### config.mk
export PLATFORM = sky130hd
export DESIGN_NAME = internet_checksum_pseudo_header_unit
export DESIGN_NICKNAME = d
export VERILOG_FILES = /design/src/design/icph_pkg.sv /design/src/design/icph_front.sv /design/src/design/icph_queue.sv /design/src/design/icph_back.sv /design/src/design/internet_checksum_pseudo_header_unit.sv
export SDC_FILE = /design/constraint.sdc
export NUM_CORES = 1
export LEC_CHECK = 0
export ABC_CLOCK_PERIOD_IN_PS = 9300
export BUFFER_PORTS_ARGS = -buffer_cell sky130_fd_sc_hd__buf_2
export CORE_MARGIN = 2
export CORE_UTILIZATION = 45
export DETAILED_ROUTE_END_ITERATION = 16
export GPL_TIMING_DRIVEN = 0
export PLACE_DENSITY_LB_ADDON = 0.08
export SLEW_MARGIN = 10
export SYNTH_ARGS = -nofsm -noshare
export SYNTH_HDL_FRONTEND = slang
export SYNTH_HIERARCHICAL = 1
export SYNTH_SLANG_ARGS = --single-unit
### constraint.sdc
create_clock -name i_clk -period 9.3 [get_ports i_clk]
set_input_delay 1.395 -clock i_clk [delete_from_list [all_inputs] [get_ports i_clk]]
set_output_delay 1.395 -clock i_clk [all_outputs]
set_load 0.005 [all_outputs]
### src/design/icph_pkg.sv
// ----------------------------------------------------------------------------
// icph_pkg
// shared types, constants and the ones-complement adder for the checksum unit
// ----------------------------------------------------------------------------
package icph_pkg;

    localparam logic [1:0]  MODE_UDP    = 2'd1;
    localparam logic [1:0]  MODE_TCP    = 2'd2;
    localparam logic [16:0] PROTO_UDP   = 17'd17;
    localparam logic [16:0] PROTO_TCP   = 17'd6;
    localparam logic [16:0] PSEUDO_OFS  = 17'd8;
    localparam int          QUEUE_DEPTH = 2;

    // one queue entry: a completed 16-bit word plus what the back end needs at the end
    typedef struct packed {
        logic [15:0] word;
        logic        last;
        logic        add_term;
        logic        err;
        logic [15:0] term;
    } t_qent;

    typedef struct packed {
        logic full;
        logic empty;
    } t_qstat;

    function automatic logic [15:0] oc_add(input logic [15:0] a, input logic [15:0] b);
        logic [16:0] s;
        s = {1'b0, a} + {1'b0, b};
        return s[15:0] + {15'd0, s[16]};
    endfunction

endpackage

### src/design/icph_front.sv
// ----------------------------------------------------------------------------
// icph_front
// pairs bytes into big-endian words, counts the region and forms the
// pseudo-header term on the last byte
// ----------------------------------------------------------------------------
module icph_front #(
    parameter int MAX_REGION_BYTES = 65535
) (
    input  logic          i_clk,
    input  logic          i_rst_n,
    input  logic          i_accept,
    input  logic [7:0]    i_byte,
    input  logic [1:0]    i_mode,
    input  logic          i_last,
    output logic          o_push,
    output icph_pkg::t_qent o_entry
);
    import icph_pkg::*;

    localparam int CW = $clog2(MAX_REGION_BYTES + 1);

    logic [CW-1:0] r_count, n_count, count_next;
    logic [1:0]    r_mode, mode_eff;
    logic          r_odd, n_odd;
    logic [7:0]    r_high, n_high;
    logic [16:0]   term_raw;
    logic          pseudo;
    logic          err;

    // mode is taken from the first byte only
    assign mode_eff   = (r_count == '0) ? i_mode : r_mode;
    assign pseudo     = (mode_eff == MODE_UDP) || (mode_eff == MODE_TCP);
    assign count_next = (r_count < CW'(MAX_REGION_BYTES)) ? r_count + CW'(1) : r_count;
    assign err        = pseudo && (count_next < CW'(8));
    assign term_raw   = 17'(count_next) + ((mode_eff == MODE_UDP) ? PROTO_UDP : PROTO_TCP)
                        - PSEUDO_OFS;

    always_comb begin
        o_push           = i_accept && (r_odd || i_last);
        o_entry.word     = r_odd ? {r_high, i_byte} : {i_byte, 8'h00};
        o_entry.last     = i_last;
        o_entry.add_term = pseudo && !err;
        o_entry.err      = err;
        o_entry.term     = oc_add(term_raw[15:0], {15'd0, term_raw[16]});
    end

    always_comb begin
        n_count = r_count;
        n_odd   = r_odd;
        n_high  = r_high;
        if (i_accept) begin
            if (i_last) begin
                n_count = '0;
                n_odd   = 1'b0;
                n_high  = '0;
            end else begin
                n_count = count_next;
                n_odd   = !r_odd;
                n_high  = r_odd ? r_high : i_byte;
            end
        end
    end

    always_ff @(posedge i_clk) begin
        if (!i_rst_n) begin
            r_count <= '0;
            r_odd   <= 1'b0;
            r_high  <= '0;
            r_mode  <= '0;
        end else begin
            r_count <= n_count;
            r_odd   <= n_odd;
            r_high  <= n_high;
            if (i_accept && r_count == '0) begin
                r_mode <= i_mode;
            end
        end
    end

endmodule

### src/design/icph_queue.sv
// ----------------------------------------------------------------------------
// icph_queue
// small fifo between the byte front end and the summing back end
// ----------------------------------------------------------------------------
module icph_queue (
    input  logic            i_clk,
    input  logic            i_rst_n,
    input  logic            i_push,
    input  icph_pkg::t_qent i_entry,
    input  logic            i_pop,
    output icph_pkg::t_qent o_entry,
    output icph_pkg::t_qstat o_stat
);
    import icph_pkg::*;

    localparam int AW = (QUEUE_DEPTH > 1) ? $clog2(QUEUE_DEPTH) : 1;
    localparam int CW = $clog2(QUEUE_DEPTH + 1);

    t_qent         r_mem [QUEUE_DEPTH];
    logic [AW-1:0] r_wr, r_rd;
    logic [CW-1:0] r_fill;

    function automatic logic [AW-1:0] ptr_inc(input logic [AW-1:0] p);
        return (p == AW'(QUEUE_DEPTH - 1)) ? '0 : p + AW'(1);
    endfunction

    assign o_entry      = r_mem[r_rd];
    assign o_stat.full  = (r_fill == CW'(QUEUE_DEPTH));
    assign o_stat.empty = (r_fill == '0);

    always_ff @(posedge i_clk) begin
        if (i_push) begin
            r_mem[r_wr] <= i_entry;
        end
    end

    always_ff @(posedge i_clk) begin
        if (!i_rst_n) begin
            r_wr   <= '0;
            r_rd   <= '0;
            r_fill <= '0;
        end else begin
            if (i_push) begin
                r_wr <= ptr_inc(r_wr);
            end
            if (i_pop) begin
                r_rd <= ptr_inc(r_rd);
            end
            if (i_push && !i_pop) begin
                r_fill <= r_fill + CW'(1);
            end else if (i_pop && !i_push) begin
                r_fill <= r_fill - CW'(1);
            end
        end
    end

endmodule

### src/design/icph_back.sv
// ----------------------------------------------------------------------------
// icph_back
// end-around-carry accumulator and result register
// ----------------------------------------------------------------------------
module icph_back (
    input  logic            i_clk,
    input  logic            i_rst_n,
    input  logic            i_valid,
    input  icph_pkg::t_qent i_entry,
    output logic            o_pop,
    output logic            o_valid,
    input  logic            i_ready,
    output logic [15:0]     o_checksum,
    output logic            o_length_error
);
    import icph_pkg::*;

    logic [15:0] r_sum;
    logic [15:0] sum_a, fin;
    logic        r_valid;
    logic [15:0] r_checksum;
    logic        r_err;

    // words that are not the last one never wait for the output side
    assign o_pop = i_valid && (!i_entry.last || !r_valid || i_ready);
    assign sum_a = oc_add(r_sum, i_entry.word);
    assign fin   = i_entry.add_term ? oc_add(sum_a, i_entry.term) : sum_a;

    always_ff @(posedge i_clk) begin
        if (!i_rst_n) begin
            r_sum   <= '0;
            r_valid <= 1'b0;
        end else begin
            if (o_pop && i_entry.last) begin
                r_valid <= 1'b1;
            end else if (i_ready) begin
                r_valid <= 1'b0;
            end
            if (o_pop) begin
                r_sum <= i_entry.last ? 16'd0 : sum_a;
            end
        end
    end

    always_ff @(posedge i_clk) begin
        if (o_pop && i_entry.last) begin
            r_checksum <= i_entry.err ? 16'd0 : ~fin;
            r_err      <= i_entry.err;
        end
    end

    assign o_valid        = r_valid;
    assign o_checksum     = r_checksum;
    assign o_length_error = r_err;

endmodule

### src/design/internet_checksum_pseudo_header_unit.sv
// ----------------------------------------------------------------------------
// internet_checksum_pseudo_header_unit
// ones-complement internet checksum with udp/tcp pseudo-header terms
//
//  channel  | direction | tdata               | tuser              | tlast
//  s_axis   | in        | [7:0] data_byte     | [1:0] protocol_mode | last_byte
//  m_axis   | out       | [15:0] checksum     | [0] length_error   | -
//
// one byte per cycle is accepted while the queue is not full; the front end
// pairs bytes and forms the pseudo-header term, a two-entry queue decouples it
// from the summing back end; a checksum is valid once its last word has passed
// through the queue and been popped into the output register
// input keeps flowing while a result waits in the output register, until the
// next last word reaches the queue head and the queue fills (two words)
// synchronous active-low reset clears all region state and empties the queue
// ----------------------------------------------------------------------------
module internet_checksum_pseudo_header_unit #(
    parameter int MAX_REGION_BYTES = 65535
) (
    input  logic        i_clk,
    input  logic        i_rst_n,
    input  logic        s_axis_tvalid,
    output logic        s_axis_tready,
    input  logic [7:0]  s_axis_tdata,   // [7:0] data_byte
    input  logic [1:0]  s_axis_tuser,   // [1:0] protocol_mode
    input  logic        s_axis_tlast,   // last_byte
    output logic        m_axis_tvalid,
    input  logic        m_axis_tready,
    output logic [15:0] m_axis_tdata,   // [15:0] checksum_value
    output logic [0:0]  m_axis_tuser    // [0] length_error
);
    import icph_pkg::*;

    logic   accept;
    logic   q_push, q_pop;
    t_qent  push_entry, head_entry;
    t_qstat q_stat;
    logic   len_err;

    assign s_axis_tready = !q_stat.full;
    assign accept        = s_axis_tvalid && s_axis_tready;

    icph_front #(
        .MAX_REGION_BYTES(MAX_REGION_BYTES)
    ) u_front (
        .i_clk    (i_clk),
        .i_rst_n  (i_rst_n),
        .i_accept (accept),
        .i_byte   (s_axis_tdata),
        .i_mode   (s_axis_tuser),
        .i_last   (s_axis_tlast),
        .o_push   (q_push),
        .o_entry  (push_entry)
    );

    icph_queue u_queue (
        .i_clk   (i_clk),
        .i_rst_n (i_rst_n),
        .i_push  (q_push),
        .i_entry (push_entry),
        .i_pop   (q_pop),
        .o_entry (head_entry),
        .o_stat  (q_stat)
    );

    icph_back u_back (
        .i_clk          (i_clk),
        .i_rst_n        (i_rst_n),
        .i_valid        (!q_stat.empty),
        .i_entry        (head_entry),
        .o_pop          (q_pop),
        .o_valid        (m_axis_tvalid),
        .i_ready        (m_axis_tready),
        .o_checksum     (m_axis_tdata),
        .o_length_error (len_err)
    );

    assign m_axis_tuser = len_err;

`ifndef SYNTHESIS
    a_no_overflow: assert property (@(posedge i_clk) disable iff (!i_rst_n)
        q_push |-> !q_stat.full)
        else $error("queue written while full");

    a_no_underflow: assert property (@(posedge i_clk) disable iff (!i_rst_n)
        q_pop |-> !q_stat.empty)
        else $error("queue read while empty");

    a_err_zero: assert property (@(posedge i_clk) disable iff (!i_rst_n)
        m_axis_tvalid && m_axis_tuser[0] |-> m_axis_tdata == 16'd0)
        else $error("length error with nonzero checksum");

    a_last_pushes: assert property (@(posedge i_clk) disable iff (!i_rst_n)
        accept && s_axis_tlast |-> q_push)
        else $error("last byte produced no queue entry");
`endif

endmodule
* Yosys cells after proc, flatten, opt, wreduce, memory -nomap -nowiden
Memories as Yosys holds them, arrays and structs flattened. A register that Yosys moved wholly into a read port is not among the register bits. Index checks and enable logic that the tools add are counted. Widths: inputs -> output; s select.
Storage, ports and cells: register bits after elaboration 65, memory bits (writable) 70, bits of input ports 15, output and inout bits 19, logic and storage cells 78, memories 1
Cells by class: add/subtract/negate cells 13, order comparisons 2, equal/unequal tests 4, muxes and demuxes 20, bitwise operators 1, reductions and logical operators 26
Memories:
- u_queue.r_mem | depth 2, bits a word 35, read ports 1, clocked after memory_dff 1, wr ports 1, RTL line icph_queue.sv:19 | t_qent r_mem [QUEUE_DEPTH];
Operators by type and width (count):
- $mux 16 | 5
- $add 16x1->16 | 3
- $add 16x16->17 | 2
- $add 16x1->17 | 1
- $add 16x17->17 | 1
- $sub 17x4->17 const B | 1
- $add 16x1->16 const B | 1
- $logic_not 16->1 | 1
- $lt 16x16->1 const B | 1
- $lt 16x4->1 const B | 1
- $mux 8 | 2
- $not 16->16 | 1
- $logic_and 1x1->1 | 9
- $mux 1 | 9
- $logic_not 1->1 | 8
- $mux 2 | 3
- $mux 5 | 1
- $eq 2x2->1 const B | 2
- $logic_or 1x1->1 | 4
- $reduce_bool 2->1 | 2
- $add 1x1->1 const B | 2
- $add 2x1->2 const B | 1
- $eq 2x1->1 const B | 1
- $logic_not 2->1 | 1
- other kinds (3) | 3

* Logic depth before layout (Yosys ltp)
word-level depth 8, mapped depth 37, mapped depth without buffers 36

* Cells and area by module
The synthesis kept the hierarchy.
By module, submodules not included:
- icph_back | instances 1, cells an instance 410, area an instance 3453.3 um^2, seq. area each 850.8 um^2
- icph_front | instances 1, cells an instance 390, area an instance 3096.7 um^2, seq. area each 540.5 um^2
- icph_queue | instances 1, cells an instance 131, area an instance 2742.6 um^2, seq. area each 2202.1 um^2
- internet_checksum_pseudo_header_unit | instances 1, cells an instance 3, area an instance 13.8 um^2, seq. area each 0.0 um^2

* Worst setup path before layout
No wires, ideal clock.
path kind register -> register, start point reg with a tool-made name, end point reg u_back.r_checksum[14] (netlist: u_back/o_checksum[14]) (data pin), setup time 266 ps, data arrival time 6465 ps, data required time 9034 ps, slack 2569 ps, cell stages (with the launch flop) 37, buffers on the path 4, clock period less this slack 6731 ps, cells stage by stage dfxtp_1 > buf_2 > buf_4 > mux2_2 > ha_1 > buf_2 > o211ai_1 > a21oi_1 > o21ai_0 > a31oi_1 > a31oi_1 > nor2b_1 > o21ai_0 > nand2b_1 > ha_1 > nor2b_1 > and2b_2 > nand3_1 > nor4_4 > nand2_1 > xnor2_1 > inv_1 > ha_1 > clkbuf_1 > nand3_1 > o211ai_1 > o31a_1 > a21o_1 > a21o_1 > ha_1 > and3_1 > and4_1 > nand2_1 > nor3_1 > nand3_1 > xnor2_1 > o22ai_1
RTL lines:
- end signal: assignment | RTL line icph_back.sv:47 | r_checksum <= i_entry.err ? 16'd0 : ~fin;
- end: declaration | RTL line icph_back.sv:21 | logic [15:0] r_checksum;

==> metrics.md <==
| Metric | Value |
|---|---|
| Status | `complete, no violations` |
| Area Growth Syn to Fin | `12.02%` |
| CP peak stage delay | `~500 ps` |
| DRC viols | `0` |
| Top routing layer used | `met4` |
| Fmax | `120.8 MHz` |
| TritonCTS buffer count | `17` |
| Synth Area in Compound Gates | `between 15 and 20%` |
| Critical path class | `reg -> reg` |
| Hold Crit Class | `reg -> reg` |
| Adder-Cell Fraction of Synth Area | `approximately 9.9%` |
| XOR/XNOR Fraction of Synth Area | `roughly 9%` |
| I/O pin total | `34` |
| Initial antenna violation count | `0` |
| Vias in the first global route | `approximately 6,500` |
| Hold Path Origin | `u_back/r_sum[15]$_SDFFE_PN0P_` |
| R2r setup slk | `between 1000 and 1500 ps` |
| Synth cell types | `82` |
| Final TNS setup | `0 ps` |
| Largest net degree at the start of global routing | `33` |
| # Max-Cap Violations | `0` |
| Die ar. | `around 22,000 um^2` |
| Most used DFF post-synth | `edfxtp_1` |
| Number of synthesized flops with an enable pin | `87` |
| Commonest non-fill, non-tap cells in the layout | `87 x edfxtp_1, 69 x ha_1, 64 x nor2_1` |
| Worst Hold End | `u_back/r_sum[15]$_SDFFE_PN0P_` |
| Post-synthesis sequential area ratio | `between 30% and 40%` |
| Slew Viols, Final | `0` |
| Async set-reset flop share out of synthesis | `0%` |
| Fin crit share | `between 80 and 90%` |
| Worst-path fanout max | `10` |
| R2r worst-path depth | `36` |
| Post-synthesis mux area share | `under 10%` |
| Leakage | `just over 4 nW` |
| Clk_lat worst skew | `around 420 ps` |
| ANT nets after route | `0` |
| CTS Sinks | `around 140` |
| Total track usage | `between 10% and 20%` |
| Worst path required time | `roughly 9500 ps` |
| Mapped Area | `between 9000 and 10,000 um^2` |
| Post-Route WL | `about 21,000 um` |
| Core area | `roughly 20,000 um^2` |
| Critical Path AT | `8440 ps` |
| Total number of vias | `around 6,900` |
| Synth top area cells | `edfxtp_1 28%, dfxtp_1 11%, ha_1 9.3%` |
| Pwr dens | `about 330 nW/um^2` |
| Root buffer cell | `clkbuf_16` |
| Die X | `~150 um` |
| First-pass GRT wire length | `~34,000 um` |
| Most common cell after layout, fill and taps aside | `edfxtp_1` |
| Worst Tran Pin Value | `between 1000 and 1500 ps` |
| Largest area contributor in the netlist | `edfxtp_1` |
| WL met3 | `664 um` |
| CTS clk-pin slew, worst paths | `about 60 ps` |
| Metal1 wirelength | `slightly above 10,000 um` |
| Vias per cell | `5.456` |
| Crit path launch type | `flip-flop` |
| Largest family of logic cells by synthesized area | `simple AND/OR/NAND/NOR gates` |
| Filler Cells Inserted | `around 1,900` |
| Die height | `about 150 um` |
| GP Congestion | `between 0.8 and 0.9` |
| PostCTS Resize Cnt | `0` |
| Fin Hold WS | `between 400 and 500 ps` |
| Clock Tree Buf Depth | `2` |
| Most used cell, CP | `ha_1` |
| Nets | `around 1,100` |
| Unrepaired setup endpoints after global routing | `no` |
| R2r endpoint | `u_back/o_checksum[14]$_SDFFCE_PP0P_` |
| Synth Instances | `around 930` |
| Final hold violations | `0` |
| Wire length on met2 | `roughly 9800 um` |
| Hold Buf Count CTS | `0` |
| Yosys warns | `6` |
| Postcts setup bufs | `0` |
| Syn Area/Cell | `9.964 um^2` |
| Pre-antenna DRT Iters | `5` |
| Final setup viols | `0` |
| H-Tree Depth | `4` |
| DRT iter0 DRCs | `384` |
| Post-synthesis simple-gate area fraction | `between 10% and 20%` |
| Cells on Worst Hold Path | `2` |
| Remaining global-route overflow | `0` |
| I/O Buffers | `32` |
| Synth Register Bits | `~140` |
| Synth Net Count | `slightly above 1,000` |
| Diode count | `0` |
| CTS tree | `yes` |
| Wire per inst | `between 15 and 20 um` |
| Slowest stage cell, crit path | `xnor2_1` |
| HPWL after DPL | `around 16,000 um` |
| FP Rows | `52` |
| Initial Utilization | `45.99%` |
| Share of cells above drive strength 1 | `between 15 and 20%` |
| Setup Skew | `slightly above 10 ps` |
| CP Capture Type | `flip-flop` |
| Top cell type's share of synthesized area | `approximately 28%` |
| Headroom to the max-slew limit | `29.89%` |
| Worst vdd ir | `roughly 0.16 mV` |
| Minimum clock period | `between 8000 and 9000 ps` |
-- worst max path at each step --
stage                   start                                   to  slack, ps  depth (start not counted)
floorplan           flip-flop  u_back/o_checksum[14]$_SDFFCE_PP0P_       2570                         36
CTS                 flip-flop  u_back/o_checksum[14]$_SDFFCE_PP0P_        950                         36
finish              flip-flop  u_back/o_checksum[14]$_SDFFCE_PP0P_       1020                         36
global route        flip-flop  u_back/o_checksum[14]$_SDFFCE_PP0P_        290                         36
detailed placement  flip-flop  u_back/o_checksum[14]$_SDFFCE_PP0P_       1000                         36
global placement    flip-flop  u_back/o_checksum[14]$_SDFFCE_PP0P_       1000                         36
-- critical path, delay by kind of cell (launching register included) --
kind | cells | cell delay, ps
simple gates | 13 | 2580
flops | 1 | 300
fa+ha+maj | 4 | 890
compound gates | 11 | 2160
xor+xnor | 2 | 660
mux | 1 | 360
buf+inv | 5 | 1050
-- state kept, by name, indices dropped and copies added (netlist names), named ones only --
register / cells
u_front/r_odd: 1
u_front/r_count: 16
u_queue/r_rd: 1
u_front/r_mode: 2
u_front/r_high: 8
u_queue/r_wr: 1
u_queue/r_fill: 2
u_back/o_length_error: 1
u_back/o_valid: 1
u_back/r_sum: 16
u_back/o_checksum: 16
u_queue/r_mem: 70
-- stage by stage --
stage          utilization, %  cell area (um^2)  total power (W)  worst slack, ps  cells
2_1_floorplan               -              9306         0.002332             2569    934
3_3_place_gp            48.45              9804         0.002755            999.0   1236
3_5_place_dp            48.71              9856         0.002755            998.0   1238
4_1_cts                 51.52             10430         0.003428            951.1   1270
5_1_grt                 51.52             10430         0.003684            285.7   1270
6_report                51.52             10430         0.003412             1019   1270
-- cell type report --
cell class | count | area, um^2 | share of cell area (%)
Tap cell | 270 | 337.8 | 3.241
Clock buffer | 18 | 429.2 | 4.117
Multi-Input combinational cell | 721 | 5390 | 51.70
Inverter | 44 | 165.2 | 1.584
Sequential cell | 136 | 3593 | 34.47
Buffer | 33 | 168.9 | 1.620
Timing Repair Buffer | 34 | 200.2 | 1.920
Clock inverter | 14 | 140.1 | 1.344
-- cells in the mapped netlist (all sizes together) (4+ instances only) --
master / count
a211oi: 12
a21o: 17
a21oi: 52
a221oi: 5
a22oi: 24
a31oi: 9
and2: 29
and2b: 4
and3: 16
buf: 11
clkbuf: 21
dfxtp: 49
edfxtp: 87
ha: 69
inv: 43
mux2: 47
mux2i: 7
nand2: 37
nand2b: 9
nand3: 28
nand4: 14
nor2: 65
nor2b: 29
nor3: 19
nor4: 9
o211ai: 6
o21a: 7
o21ai: 38
o21bai: 5
o22ai: 12
o31a: 4
o31ai: 4
or2: 6
or3: 8
xnor2: 62
xor2: 31
-- report_power, final --
part           switching (W)  internal [W]  leakage [nW]
Clock               0.000278      0.000375         0.279
Combinational        0.00114      0.000802          2.61
Sequential         0.0000318      0.000790          1.20
Total                0.00144       0.00197          4.10
-- per-layer routing --
layer / vias to the layer above / global-route usage (%)
met5: - / 0
met4: 0 / 4.190
met3: 18 / 3.611
met2: 114 / 32.47
met1: 3244 / 27.72
li1: 3553 / -
-- logic make-up (layout without fill, tap and decap cells) --
kind of cell	after synthesis	after routing
AOI/OAI and AO/OA	217	217
muxes	54	54
adders and majority gates	72	72
xor gates and xnor gates	93	93
buffers and inverters	77	143
DFF	136	136
and+or+nand+nor	285	285
No activity file was read; power rests on OpenSTA's default activity.
